File: src/rtl/core/dva_pkg.sv
// Package for the drum voice allocator: sizes, codes, payload structs.
// No dependencies.
package dva_pkg;

  localparam int VOICES = 16;
  localparam int PADS   = 16;
  localparam int VW     = $clog2(VOICES);
  localparam int PW     = 5;
  localparam logic [PW-1:0] NO_PAD = 5'd31;
  localparam logic [16:0] GAIN_ONE = 17'd65536;

  // Per-voice record: active, owner, pos, level, mult, fading, ignored.
  localparam int REC_W = 1 + PW + 16 + 15 + 17 + 1 + 1;

  typedef enum logic [2:0] {
    MODE_ALLOC    = 3'd0,
    MODE_TICK     = 3'd1,
    MODE_FINISH   = 3'd2,
    MODE_STOP_PAD = 3'd3,
    MODE_FADE_ON  = 3'd4,
    MODE_FADE_OFF = 3'd5,
    MODE_FADE_STEP = 3'd6,
    MODE_NONE     = 3'd7
  } mode_t;

  localparam logic [1:0] KIND_START  = 2'd0;
  localparam logic [1:0] KIND_GAIN   = 2'd1;
  localparam logic [1:0] KIND_STOP   = 2'd2;

  localparam logic [1:0] CFG_STEAL_MIN = 2'd0;
  localparam logic [1:0] CFG_FLOOR     = 2'd1;
  localparam logic [1:0] CFG_LIMIT     = 2'd2;

  typedef struct packed {
    logic        active;
    logic [PW-1:0] owner;
    logic [15:0] pos;
    logic [14:0] level;
    logic [16:0] mult;
    logic        fading;
    logic        ignored;
  } voice_rec_t;

  typedef struct packed {
    logic [2:0]  mode;
    logic [3:0]  pad;
    logic [14:0] level;
    logic        no_fade;
    logic [16:0] fade_gain;
    logic [3:0]  voice_id;
  } req_t;

  typedef struct packed {
    logic [3:0]  voice;
    logic [1:0]  kind;
    logic [14:0] gain_out;
    logic        stolen;
    logic        last;
  } res_t;

endpackage

File: src/rtl/core/dva_ram.sv
// Generic single-port-write, single-read RAM with registered read data.
// No dependencies.
module dva_ram #(
  parameter int WIDTH = 8,
  parameter int DEPTH = 16
) (
  input  logic                     clk,
  input  logic                     we,
  input  logic [$clog2(DEPTH)-1:0] waddr,
  input  logic [WIDTH-1:0]         wdata,
  input  logic [$clog2(DEPTH)-1:0] raddr,
  output logic [WIDTH-1:0]         rdata
);
  logic [WIDTH-1:0] mem [DEPTH];

  always_ff @(posedge clk) begin
    if (we) mem[waddr] <= wdata;
    rdata <= mem[raddr];
  end
endmodule

File: src/rtl/core/drum_voice_allocator.sv
// Drum voice allocator top level: sequencer over a voice record RAM.
// Depends on dva_pkg and dva_ram.
// After reset a clearing pass writes every record.
// A request holds the block from acceptance to the next ready; an allocate runs a
// scan, a pick of one pad a cycle and a write pass; every released result stalls
// the pass until it is taken.
// Reset is synchronous and active high; registers return to 2, 4 and 20480.
module drum_voice_allocator (
  input  logic             clk,
  input  logic             rst,
  input  logic             in_valid,
  output logic             in_ready,
  input  dva_pkg::req_t    in_data,
  output logic             out_valid,
  input  logic             out_ready,
  output dva_pkg::res_t    out_data,
  input  logic             cfg_we,
  input  logic [1:0]       cfg_index,
  input  logic [14:0]      cfg_data
);
  localparam int VW = dva_pkg::VW;
  localparam int PN = dva_pkg::PADS;

  typedef enum logic [2:0] {
    S_CLEAR, S_IDLE, S_SCAN, S_PICK, S_PASS, S_EMIT, S_DONE
  } state_t;

  state_t state;
  logic [4:0]  steal_min;
  logic [14:0] floor_lvl, limit_lvl;
  dva_pkg::req_t req;

  // RAM
  logic we;
  logic [VW-1:0] waddr, raddr;
  dva_pkg::voice_rec_t wrec, rrec;
  logic [dva_pkg::REC_W-1:0] rdata;
  assign rrec = dva_pkg::voice_rec_t'(rdata);

  dva_ram #(.WIDTH(dva_pkg::REC_W), .DEPTH(dva_pkg::VOICES)) u_ram (
    .clk(clk), .we(we), .waddr(waddr), .wdata(wrec), .raddr(raddr), .rdata(rdata)
  );

  // scan bookkeeping
  logic [VW:0]   ridx;     // next read address, may reach VOICES
  logic          rvalid;   // rdata belongs to cur
  logic [VW-1:0] cur;
  logic          have_free;
  logic [VW-1:0] free_v;
  logic [VW:0]   cnt   [PN];
  logic [VW-1:0] old_v [PN];
  logic [15:0]   old_p [PN];
  logic [VW-1:0] qui_v [PN];
  logic [14:0]   qui_l [PN];
  logic [4:0]    pscan;     // pad index for pick pass
  logic          found1;
  logic [VW-1:0] pick1;
  logic [VW:0]   bestc;
  logic [VW-1:0] bestv;
  logic [VW-1:0] target;
  logic          stolen_f;
  logic          pend_v;
  dva_pkg::res_t pend;
  logic          hold_v;    // newest result, released once a later one or the end shows up
  dva_pkg::res_t hold;
  dva_pkg::res_t hold_fin;
  logic          lastpass;
  logic          stall;

  assign in_ready = (state == S_IDLE);

  // pass-stage record update
  dva_pkg::voice_rec_t nrec;
  logic          emit;
  dva_pkg::res_t eres;
  logic [31:0]   prod;
  logic [16:0]   nl;
  logic [4:0]    need;
  logic          hit;

  assign need = (steal_min == 5'd0) ? 5'd1 : steal_min;
  assign prod = {17'd0, rrec.level} * {15'd0, rrec.mult};
  assign nl   = prod[32-1:16] > 16'h7FFF ? 17'h7FFF : {1'b0, prod[31:16]};

  always_comb begin
    nrec = rrec;
    emit = 1'b0;
    eres = '0;
    eres.voice = 4'(cur);
    hit = rrec.active && (rrec.owner == {1'b0, req.pad});
    case (dva_pkg::mode_t'(req.mode))
      dva_pkg::MODE_ALLOC: begin
        if (cur == target) begin
          nrec.active = 1'b1;
          nrec.owner = {1'b0, req.pad};
          nrec.pos = '0;
          nrec.level = (req.level > limit_lvl) ? limit_lvl : req.level;
          nrec.mult = dva_pkg::GAIN_ONE;
          nrec.fading = 1'b0;
          nrec.ignored = req.no_fade;
          emit = 1'b1;
          eres.kind = dva_pkg::KIND_START;
          eres.gain_out = nrec.level;
          eres.stolen = stolen_f;
        end
      end
      dva_pkg::MODE_TICK:
        if (rrec.active && rrec.pos != 16'hFFFF) nrec.pos = rrec.pos + 16'd1;
      dva_pkg::MODE_FINISH:
        if ({1'b0, req.voice_id} < (VW+1)'(dva_pkg::VOICES) &&
            cur == VW'(req.voice_id) && rrec.active) begin
          nrec.active = 1'b0;
          nrec.fading = 1'b0;
          emit = 1'b1;
          eres.kind = dva_pkg::KIND_STOP;
        end
      dva_pkg::MODE_STOP_PAD:
        if (hit) begin
          nrec.active = 1'b0;
          nrec.owner = dva_pkg::NO_PAD;
          nrec.fading = 1'b0;
          emit = 1'b1;
          eres.kind = dva_pkg::KIND_STOP;
        end
      dva_pkg::MODE_FADE_ON:
        if (hit && !rrec.ignored) begin
          if (req.fade_gain < dva_pkg::GAIN_ONE) begin
            nrec.fading = 1'b1;
            if (req.fade_gain < rrec.mult) nrec.mult = req.fade_gain;
          end else begin
            nrec.fading = 1'b0;
            nrec.mult = dva_pkg::GAIN_ONE;
          end
        end
      dva_pkg::MODE_FADE_OFF:
        if (hit) begin
          nrec.fading = 1'b0;
          nrec.mult = dva_pkg::GAIN_ONE;
        end
      dva_pkg::MODE_FADE_STEP:
        if (hit && rrec.fading) begin
          nrec.level = nl[14:0];
          emit = 1'b1;
          eres.gain_out = nl[14:0];
          if (nl[14:0] <= floor_lvl) begin
            nrec.active = 1'b0;
            nrec.owner = dva_pkg::NO_PAD;
            nrec.fading = 1'b0;
            eres.kind = dva_pkg::KIND_STOP;
          end else begin
            eres.kind = dva_pkg::KIND_GAIN;
          end
        end
      default: ;
    endcase
  end

  // final result of a request carries the last mark
  always_comb begin
    hold_fin = hold;
    hold_fin.last = 1'b1;
  end

  // pass waits while the output register is full; re-read cur meanwhile
  assign stall = (state == S_PASS) && rvalid && pend_v;

  // write port: clearing pass or pass-stage write-back
  always_comb begin
    we = 1'b0;
    waddr = cur;
    wrec = nrec;
    raddr = stall ? cur : ridx[VW-1:0];
    if (state == S_CLEAR) begin
      we = 1'b1;
      waddr = ridx[VW-1:0];
      wrec = '{active: 1'b0, owner: dva_pkg::NO_PAD, pos: 16'd0, level: 15'd0,
               mult: dva_pkg::GAIN_ONE, fading: 1'b0, ignored: 1'b0};
    end else if (state == S_PASS && rvalid && !pend_v) begin
      we = 1'b1;
    end
  end

  logic [VW-1:0] pv;
  assign pv = rrec.owner[VW-1:0];
  assign out_valid = pend_v;
  assign out_data = pend;
  assign lastpass = (ridx == (VW+1)'(dva_pkg::VOICES));

  // config registers
  always_ff @(posedge clk) begin
    if (rst) begin
      steal_min <= 5'd2;
      floor_lvl <= 15'd4;
      limit_lvl <= 15'd20480;
    end else if (cfg_we) begin
      case (cfg_index)
        dva_pkg::CFG_STEAL_MIN: steal_min <= cfg_data[4:0];
        dva_pkg::CFG_FLOOR:     floor_lvl <= cfg_data;
        dva_pkg::CFG_LIMIT:     limit_lvl <= cfg_data;
        default: ;
      endcase
    end
  end

  // sequencer
  always_ff @(posedge clk) begin
    if (rst) begin
      state <= S_CLEAR;
      ridx <= '0;
      rvalid <= 1'b0;
      pend_v <= 1'b0;
      hold_v <= 1'b0;
    end else begin
      if (pend_v && out_ready) pend_v <= 1'b0;
      case (state)
        S_CLEAR: begin
          ridx <= ridx + 1'b1;
          if (ridx[VW-1:0] == VW'(dva_pkg::VOICES - 1)) begin
            state <= S_IDLE;
            ridx <= '0;
          end
        end
        S_IDLE: if (in_valid) begin
          req <= in_data;
          ridx <= '0;
          rvalid <= 1'b0;
          stolen_f <= 1'b0;
          target <= '0;
          if (in_data.mode == dva_pkg::MODE_ALLOC) begin
            state <= S_SCAN;
            have_free <= 1'b0;
            for (int p = 0; p < PN; p++) cnt[p] <= '0;
          end else if (in_data.mode == dva_pkg::MODE_NONE) begin
            state <= S_IDLE;
          end else begin
            state <= S_PASS;
          end
        end
        S_SCAN: begin
          // one record a cycle: find free voice, per-pad oldest/quietest
          if (!lastpass) ridx <= ridx + 1'b1;
          rvalid <= !lastpass;
          cur <= ridx[VW-1:0];
          if (rvalid) begin
            if (!rrec.active && !have_free) begin
              have_free <= 1'b1;
              free_v <= cur;
            end
            if (rrec.owner < dva_pkg::PW'(PN)) begin
              cnt[pv] <= cnt[pv] + 1'b1;
              if (cnt[pv] == '0 || rrec.pos > old_p[pv]) begin
                old_v[pv] <= cur; old_p[pv] <= rrec.pos;
              end
              if (cnt[pv] == '0 || rrec.level < qui_l[pv]) begin
                qui_v[pv] <= cur; qui_l[pv] <= rrec.level;
              end
            end
          end
          if (!rvalid && lastpass) begin
            state <= S_PICK;
            pscan <= '0;
            found1 <= 1'b0;
            bestc <= '0;
            bestv <= '0;
          end
        end
        S_PICK: begin
          // one pad a cycle
          if (pscan < 5'(PN)) begin
            if (!found1 && cnt[pscan[VW-1:0]] >= (VW+1)'(need) && cnt[pscan[VW-1:0]] != '0 &&
                qui_v[pscan[VW-1:0]] == old_v[pscan[VW-1:0]]) begin
              found1 <= 1'b1;
              pick1 <= old_v[pscan[VW-1:0]];
            end
            if (cnt[pscan[VW-1:0]] > bestc) begin
              bestc <= cnt[pscan[VW-1:0]];
              bestv <= old_v[pscan[VW-1:0]];
            end
            pscan <= pscan + 5'd1;
          end else begin
            if (have_free) target <= free_v;
            else begin
              stolen_f <= 1'b1;
              target <= found1 ? pick1 : (bestc != '0 ? bestv : '0);
            end
            state <= S_PASS;
            ridx <= '0;
            rvalid <= 1'b0;
          end
        end
        S_PASS: begin
          // read, modify, write back one voice; stall while a result waits
          if (!stall) begin
            if (!lastpass) ridx <= ridx + 1'b1;
            rvalid <= !lastpass;
            cur <= ridx[VW-1:0];
            if (rvalid && emit) begin
              // a later result exists, so the held one is not the final one
              if (hold_v) begin
                pend <= hold;
                pend_v <= 1'b1;
              end
              hold <= eres;
              hold_v <= 1'b1;
            end
            if (!rvalid && lastpass) state <= S_DONE;
          end
        end
        S_DONE: begin
          // release the final result once the output register is free
          if (!pend_v) begin
            if (hold_v) begin
              pend <= hold_fin;
              pend_v <= 1'b1;
            end
            hold_v <= 1'b0;
            state <= S_IDLE;
          end
        end
        default: state <= S_IDLE;
      endcase
    end
  end
endmodule
File: config.mk
export PLATFORM = sky130hd
export DESIGN_NAME = drum_voice_allocator
export DESIGN_NICKNAME = d
export VERILOG_FILES = /design/src/rtl/core/dva_pkg.sv /design/src/rtl/core/dva_ram.sv /design/src/rtl/core/drum_voice_allocator.sv
export SDC_FILE = /design/constraint.sdc
export NUM_CORES = 2
export LEC_CHECK = 0
export ABC_CLOCK_PERIOD_IN_PS = 12700
export BUFFER_PORTS_ARGS = -buffer_cell sky130_fd_sc_hd__buf_2
export CAP_MARGIN = 10
export CORE_MARGIN = 2
export CORE_UTILIZATION = 60
export CTS_CLUSTER_DIAMETER = 40
export DETAILED_ROUTE_END_ITERATION = 16
export MAX_ROUTING_LAYER = met4
export PLACE_DENSITY = 0.76
export SLEW_MARGIN = 5
export SYNTH_ARGS = -nofsm -noshare
export SYNTH_HDL_FRONTEND = slang
export SYNTH_SLANG_ARGS = --single-unit
File: constraint.sdc
create_clock -name clk -period 12.7 [get_ports clk]
set_clock_uncertainty 0.1 [all_clocks]
set_input_delay 1.27 -clock clk [delete_from_list [all_inputs] [get_ports clk]]
set_output_delay 1.27 -clock clk [all_outputs]
set_load 0.05 [all_outputs]
After elaboration in Yosys (flattened, before gate mapping)

Memory sizes are Yosys's and may differ from the RTL's. A register that Yosys moved wholly into a read port is not among the register bits.
Index checks and enable logic that the tools add are counted.

Bits in registers: 168
Bits in writable memories: 1600
Input port bits: 66
Output and inout port bits: 25
Word-level logic and storage cells: 292
Memories: 6

Add/subtract/negate cells: 4
$mul: 1
Magnitude comparators: 11
Equality and inequality tests: 38
Mux-type cells: 137
Bitwise logic cells: 2
Reduce and logical (&&, ||, !) cells: 60

Memories:

| memory    | depth | bits a word | rd ports | clocked after memory_dff | write ports | line                       | source |
|---|---|---|---|---|---|---|---|
| u_ram.mem | 16    | 56          | 1        | 1                        | 1           | dva_ram.sv:14              | `logic [WIDTH-1:0] mem [DEPTH];` |
| old_p     | 16    | 16          | 1        | 0                        | 1           | drum_voice_allocator.sv:52 | `logic [15:0] old_p [PN];` |
| qui_l     | 16    | 15          | 1        | 0                        | 1           | drum_voice_allocator.sv:54 | `logic [14:0] qui_l [PN];` |
| cnt       | 16    | 5           | 2        | 1                        | 16          | drum_voice_allocator.sv:50 | `logic [VW:0] cnt [PN];` |
| old_v     | 16    | 4           | 1        | 1                        | 1           | drum_voice_allocator.sv:51 | `logic [VW-1:0] old_v [PN];` |
| qui_v     | 16    | 4           | 1        | 1                        | 1           | drum_voice_allocator.sv:53 | `logic [VW-1:0] qui_v [PN];` |

Operators by type and width:

| cell                                 | count |
|---|---|
| two-way mux 23 bit                   | 5 |
| two-way mux 56 bit                   | 2 |
| one-hot mux 15 bit (2 select lines)  | 2 |
| two-way mux 1 bit                    | 57 |
| two-way mux 4 bit                    | 14 |
| two-way mux 5 bit                    | 11 |
| two-way mux 18 bit                   | 3 |
| one-hot mux 17 bit (3 select lines)  | 1 |
| one-hot mux 23 bit (2 select lines)  | 1 |
| two-way mux 15 bit                   | 3 |
| two-way mux 17 bit                   | 2 |
| multiplier 15 x 17 -> 32 bit         | 1 |
| two-way mux 16 bit                   | 2 |
| one-hot mux 16 bit (2 select lines)  | 1 |
| AND reduction 4 bit                  | 8 |
| two-way mux 3 bit                    | 9 |
| != test 2 bit, second input constant | 13 |
| one-hot mux 5 bit (5 select lines)   | 1 |
| one-hot mux 4 bit (2 select lines)   | 3 |
| one-hot mux 5 bit (2 select lines)   | 2 |
| == test 3 bit, second input constant | 6 |
| two-way mux 6 bit                    | 3 |
| one-hot mux 3 bit (6 select lines)   | 1 |
| less-than comparator 17 bit          | 1 |
| other kinds (43)                     | 101 |

Logic depth before layout (Yosys ltp)

Word-level depth: 9
Depth in mapped cells: 34
Mapped depth without buffers: 31

By module

A second synthesis with hierarchy kept.

Cell total of the unflattened synthesis: 4726
Area, all modules: 81080.3 µm²

Modules (own cells, without submodules):

| module               | instances | cells an instance | area each (µm²) | seq. area each (µm²) |
|---|---|---|---|---|
| drum_voice_allocator | 1         | 3281              | 46402.0         | 25804.7 |
| dva_ram              | 1         | 1445              | 34678.3         | 28026.9 |

Least setup slack after synthesis

No wires, ideal clock.

Path kind: flip-flop to flip-flop
Start: register u_ram.rdata[25] (read register of u_ram.mem)
End: memory u_ram.mem[0][55] (netlist name) (data pin)
Data arrival time: 7.868 ns
Path slack: 4.441 ns
Cell stages (with the launch flop): 32
Path buffers: 3
Path through: dfxtp_1 clkbuf_1 clkbuf_1 nand2_1 fa_1 fa_1 inv_1 fa_1 fa_1 fa_1 inv_1 fa_1 inv_1 ha_1 nand3_1 nor2_1 nand2_1 o211a_1 mux2i_1 or2_1 clkbuf_1 nor2_1 inv_1 ha_1 nor2b_1 o21ai_0 a21oi_1 o31ai_1 a21oi_1 o21ai_0 a311o_1 a21oi_1

Cells in the longest elaborated chain, start to end: 8

Ends and longest elaborated chain:

| item                                 | line                        | source |
|---|---|---|
| from (decl)                          | dva_ram.sv:12               | `output logic [WIDTH-1:0] rdata` |
| multiplier 15 x 17 -> 32 bit *       | drum_voice_allocator.sv:82  | `assign prod = {17'd0, rrec.level} * {15'd0, rrec.mult};` |
| > comparator 16 x 15 -> 1 bit        | drum_voice_allocator.sv:83  | `assign nl = prod[32-1:16] > 16'h7FFF ? 17'h7FFF : {1'b0, prod[31:16]};` |
| two-way mux 15 bit *                 | drum_voice_allocator.sv:83  |  |
| less-or-equal comparator 15 bit *    | drum_voice_allocator.sv:145 | `if (nl[14:0] <= floor_lvl) begin` |
| two-way mux 6 bit *                  | drum_voice_allocator.sv:145 |  |
| two-way mux 6 bit *                  | drum_voice_allocator.sv:141 | `if (hit && rrec.fading) begin` |
| one-hot mux 1 bit (4 select lines) * | drum_voice_allocator.sv:91  | `case (dva_pkg::mode_t'(req.mode))` |
| two-way mux 56 bit *                 | drum_voice_allocator.sv:173 | `if (state == S_CLEAR) begin` |
| via u_ram.wdata[55]                  | dva_ram.sv:10               | `input logic [WIDTH-1:0] wdata,` |
| to (decl)                            | dva_ram.sv:14               |  |

Mark *: on every way through the listed nets, which the timed path passes. The rest lies on a longest branch.

Worst setup path after layout

Start: register u_ram.rdata[12] (read register of u_ram.mem)
End: memory u_ram.mem[12][55] (netlist name) (data pin)

The elaborated chain is that of the path after synthesis.

==> impl_metrics.tcl <==
set metrics [dict create \
    status "finished clean" \
    min_from "hold[12]" \
    cts_resized 0 \
    antenna_found_initial 12 \
    setup_viol 0 \
    worst_pin_slew_ns 1.27 \
    fin_util_pct 67.7 \
    max_stage_delay_ns 0.81 \
    rsz0062_at_grt "no" \
    drtPass1Iterations 8 \
    hold_class "reg -> reg" \
    die_area_sq_mm 0.140 \
    dr_total_vias 51635 \
    syn-num-nets 6430 \
    numPortBuffers 90 \
    worstSetupPathType "reg -> reg" \
    cts-root-buf "clkbuf_16" \
    final_cells 8048 \
    detail_route.wl_per_cell_um 26.5 \
    layout_commonest_cell "edfxtp_1" \
    setup.worst_path.end_class "flip-flop" \
    slowest_stage "a21oi_1" \
    r2r_end "u_ram.mem[12][55]" \
    synthTopCellsByArea "edfxtp_1 63%, mux4_2 6.7%, nand2_1 5.4%" \
    dp.cells 7654 \
    postCtsSetupRepairBufs 0 \
    cap_violations 0 \
    drt-initial-drc-count 6751 \
    gr-total-overflow 0 \
    n_fill_cell 9053 \
    whs_endpoint "out_data[12]" \
    dpl.hpwl_um 122000 \
    wl_um 213000 \
    grt_pass1_wl_um 317000 \
    synth_top_area_share_pct 62.8 \
    reg2reg_slack_ns 3.38 \
    die_h_um 375 \
    cpLargestDelayFamily "adder cells" \
    cts_buffers 202 \
    cts_tree "done" \
    syn_inst 5986 \
    slew_viol_final 0 \
    rows 135 \
    start_util_pct 60.7 \
    grt_max_degree 141 \
    yosysSeqAreaShare_pct 65.4 \
    ys_warn_count 0 \
    finalCritPeriodShare_pct 73.4 \
    crit_top_cell "fa_1" \
    clock_latency_ns 0.85 \
    vias_per_cell 6.42 \
    crit_required_ns 13.08 \
    fp.coreArea_sq_mm 0.136 \
    start_kind "flip-flop" \
    final_cell_mix "1,722 x edfxtp_1, 1,187 x nand2_1, 488 x nand3_1" \
    cts_hold_buf 0 \
    fmaxAchievable_mhz 107 \
    worstPathBufferInverterCount 3 \
    htree_levels 4 \
    r2r-start "u_ram.rdata[12]" \
    hold_depth 0 \
    synthArstFlopShare_pct 0 \
    synth.distinct_cells 77 \
    areaGrowthSynthToFinish_pct 11.7 \
    yosys.area.top_type "edfxtp_1" \
    synth_edf_count 1722 \
    drc 0 \
    reg2reg_depth 25 \
    grt_pass1_vias 51068 \
    drive_above_1_share_pct 13.9 \
    clkSinkCount 1828 \
    syn_area_sq_mm 0.0824 \
    synth-seq-cells 1828 \
    ant_nets 0 \
    slew_headroom_pct 14.7 \
    num-nets-final 6524 \
    fin_setup_tns_ns 0 \
    synth_flop_cell "edfxtp_1" \
    cts_buffer_depth 3 \
    grt_usage_pct 31.4 \
    hold_violations 0 \
    cp_max_fo 17 \
    finalCriticalPeriod_ns 9.32 \
    ioPinCount 91 \
    syn_avg_cell_area_sq_um 13.8 \
    fp.dieW_um 375 \
    place.gp.congestion 0.943 \
    critical_path_arrival_ns 9.70 \
    path_clk_slew_ns 0.06 \
]
## through the flow
stage          cell area (sq um)  hold slack, ns  setup slack, ns
2_1_floorplan              82400           0.300             4.44
3_3_place_gp               85000           0.304             3.67
3_5_place_dp               85000           0.305             3.53
4_1_cts                    91900           0.320             3.51
5_1_grt                    92000           0.327             2.81
6_report                   92000           0.320             3.38
## state kept, by name, indices dropped and copies added (netlist names), 3 cells and up, named ones only
register	flops
u_ram.mem	896
target	4
pscan	5
floor_lvl	15
qui_l	240
cnt	80
state	3
ridx	5
qui_v	64
req	44
out_data	23
old_p	256
pick1	4
hold	22
bestc	5
u_ram.rdata	56
cur	4
free_v	4
limit_lvl	15
steal_min	5
bestv	4
old_v	64
## cell families after synthesis
family          after synthesis  share of synthesized area (%)
simple gates               2274                           12.2
buf+inv                     671                           3.21
xor+xnor                     36                          0.401
mux                         264                           6.92
flops                      1828                           65.4
fa+ha+maj                   378                           7.49
compound gates              535                           4.41
## Yosys cell counts, types with 35 or more instances
master	count
buf_2	73
a21oi_1	132
and2_1	158
a31oi_1	70
buf_1	35
a311oi_1	116
edfxtp_1	1722
dfxtp_1	106
nand3_1	488
nor2_1	240
nand2_1	1187
o21ai_0	52
fa_1	192
and3_1	69
clkbuf_1	217
mux4_2	244
inv_1	336
ha_1	186
## how the worst max path moves through the flow
| stage | end | cells past startpoint | slack, ns | startpoint |
|---|---|---|---|---|
| CTS | u_ram.mem[13][55] | 25 | 3.51 | u_ram.rdata[13] |
| floorplan | u_ram.mem[0][55] | 31 | 4.44 | u_ram.rdata[25] |
| global placement | u_ram.mem[4][55] | 28 | 3.67 | u_ram.rdata[19] |
| finish | u_ram.mem[12][55] | 25 | 3.38 | u_ram.rdata[12] |
| detailed placement | u_ram.mem[13][55] | 28 | 3.53 | u_ram.rdata[19] |
| global route | u_ram.mem[0][55] | 28 | 2.81 | u_ram.rdata[12] |
## area by class of cell
cell class              instances  area, sq um  area share [%]
flip-flops and latches       1828        53800            58.5
multi-input cells            3487        26200            28.5
clock buffers                 237         5290            5.75
well taps                    1781         2230            2.42
clock inverters               145         1590            1.73
repair buffers                221         1490            1.62
inverters                     340         1290            1.40
diodes                          9         22.5          0.0245
## per-layer routing
| metal | vias to the layer above | wire, um | track usage, % | part of all wire, % |
|---|---|---|---|---|
| met5 | - | 0 | - | 0 |
| met4 | 0 | 8130 | 12.0 | 3.8 |
| met3 | 508 | 24800 | 6.76 | 12 |
| met2 | 3107 | 101000 | 47.8 | 47 |
| met1 | 25876 | 79300 | 42.0 | 37 |
| li1 | 22144 | - | - | - |
## worst register-to-register path: stages (launching register included)
cell and delay (ns):
dfxtp_1 0.78, nand2_1 0.18, fa_1 0.53, fa_1 0.51, inv_1 0.05, fa_1 0.57
fa_1 0.45, fa_1 0.50, inv_1 0.05, fa_1 0.47, inv_1 0.04, ha_1 0.35
a21oi_1 0.22, o21ai_1 0.14, a21oi_1 0.43, nor3b_1 0.11, nand4b_1 0.20, or2_1 0.42
or4_1 0.63, ha_1 0.33, nand4_1 0.15, nor4_1 0.08, a21oi_1 0.11, o21ai_0 0.32
a311o_1 0.46, a21oi_1 0.81
Power is left out: the tool's default activity adds up to more than one toggle a clock period on the data nets, which glitch-free logic cannot reach.
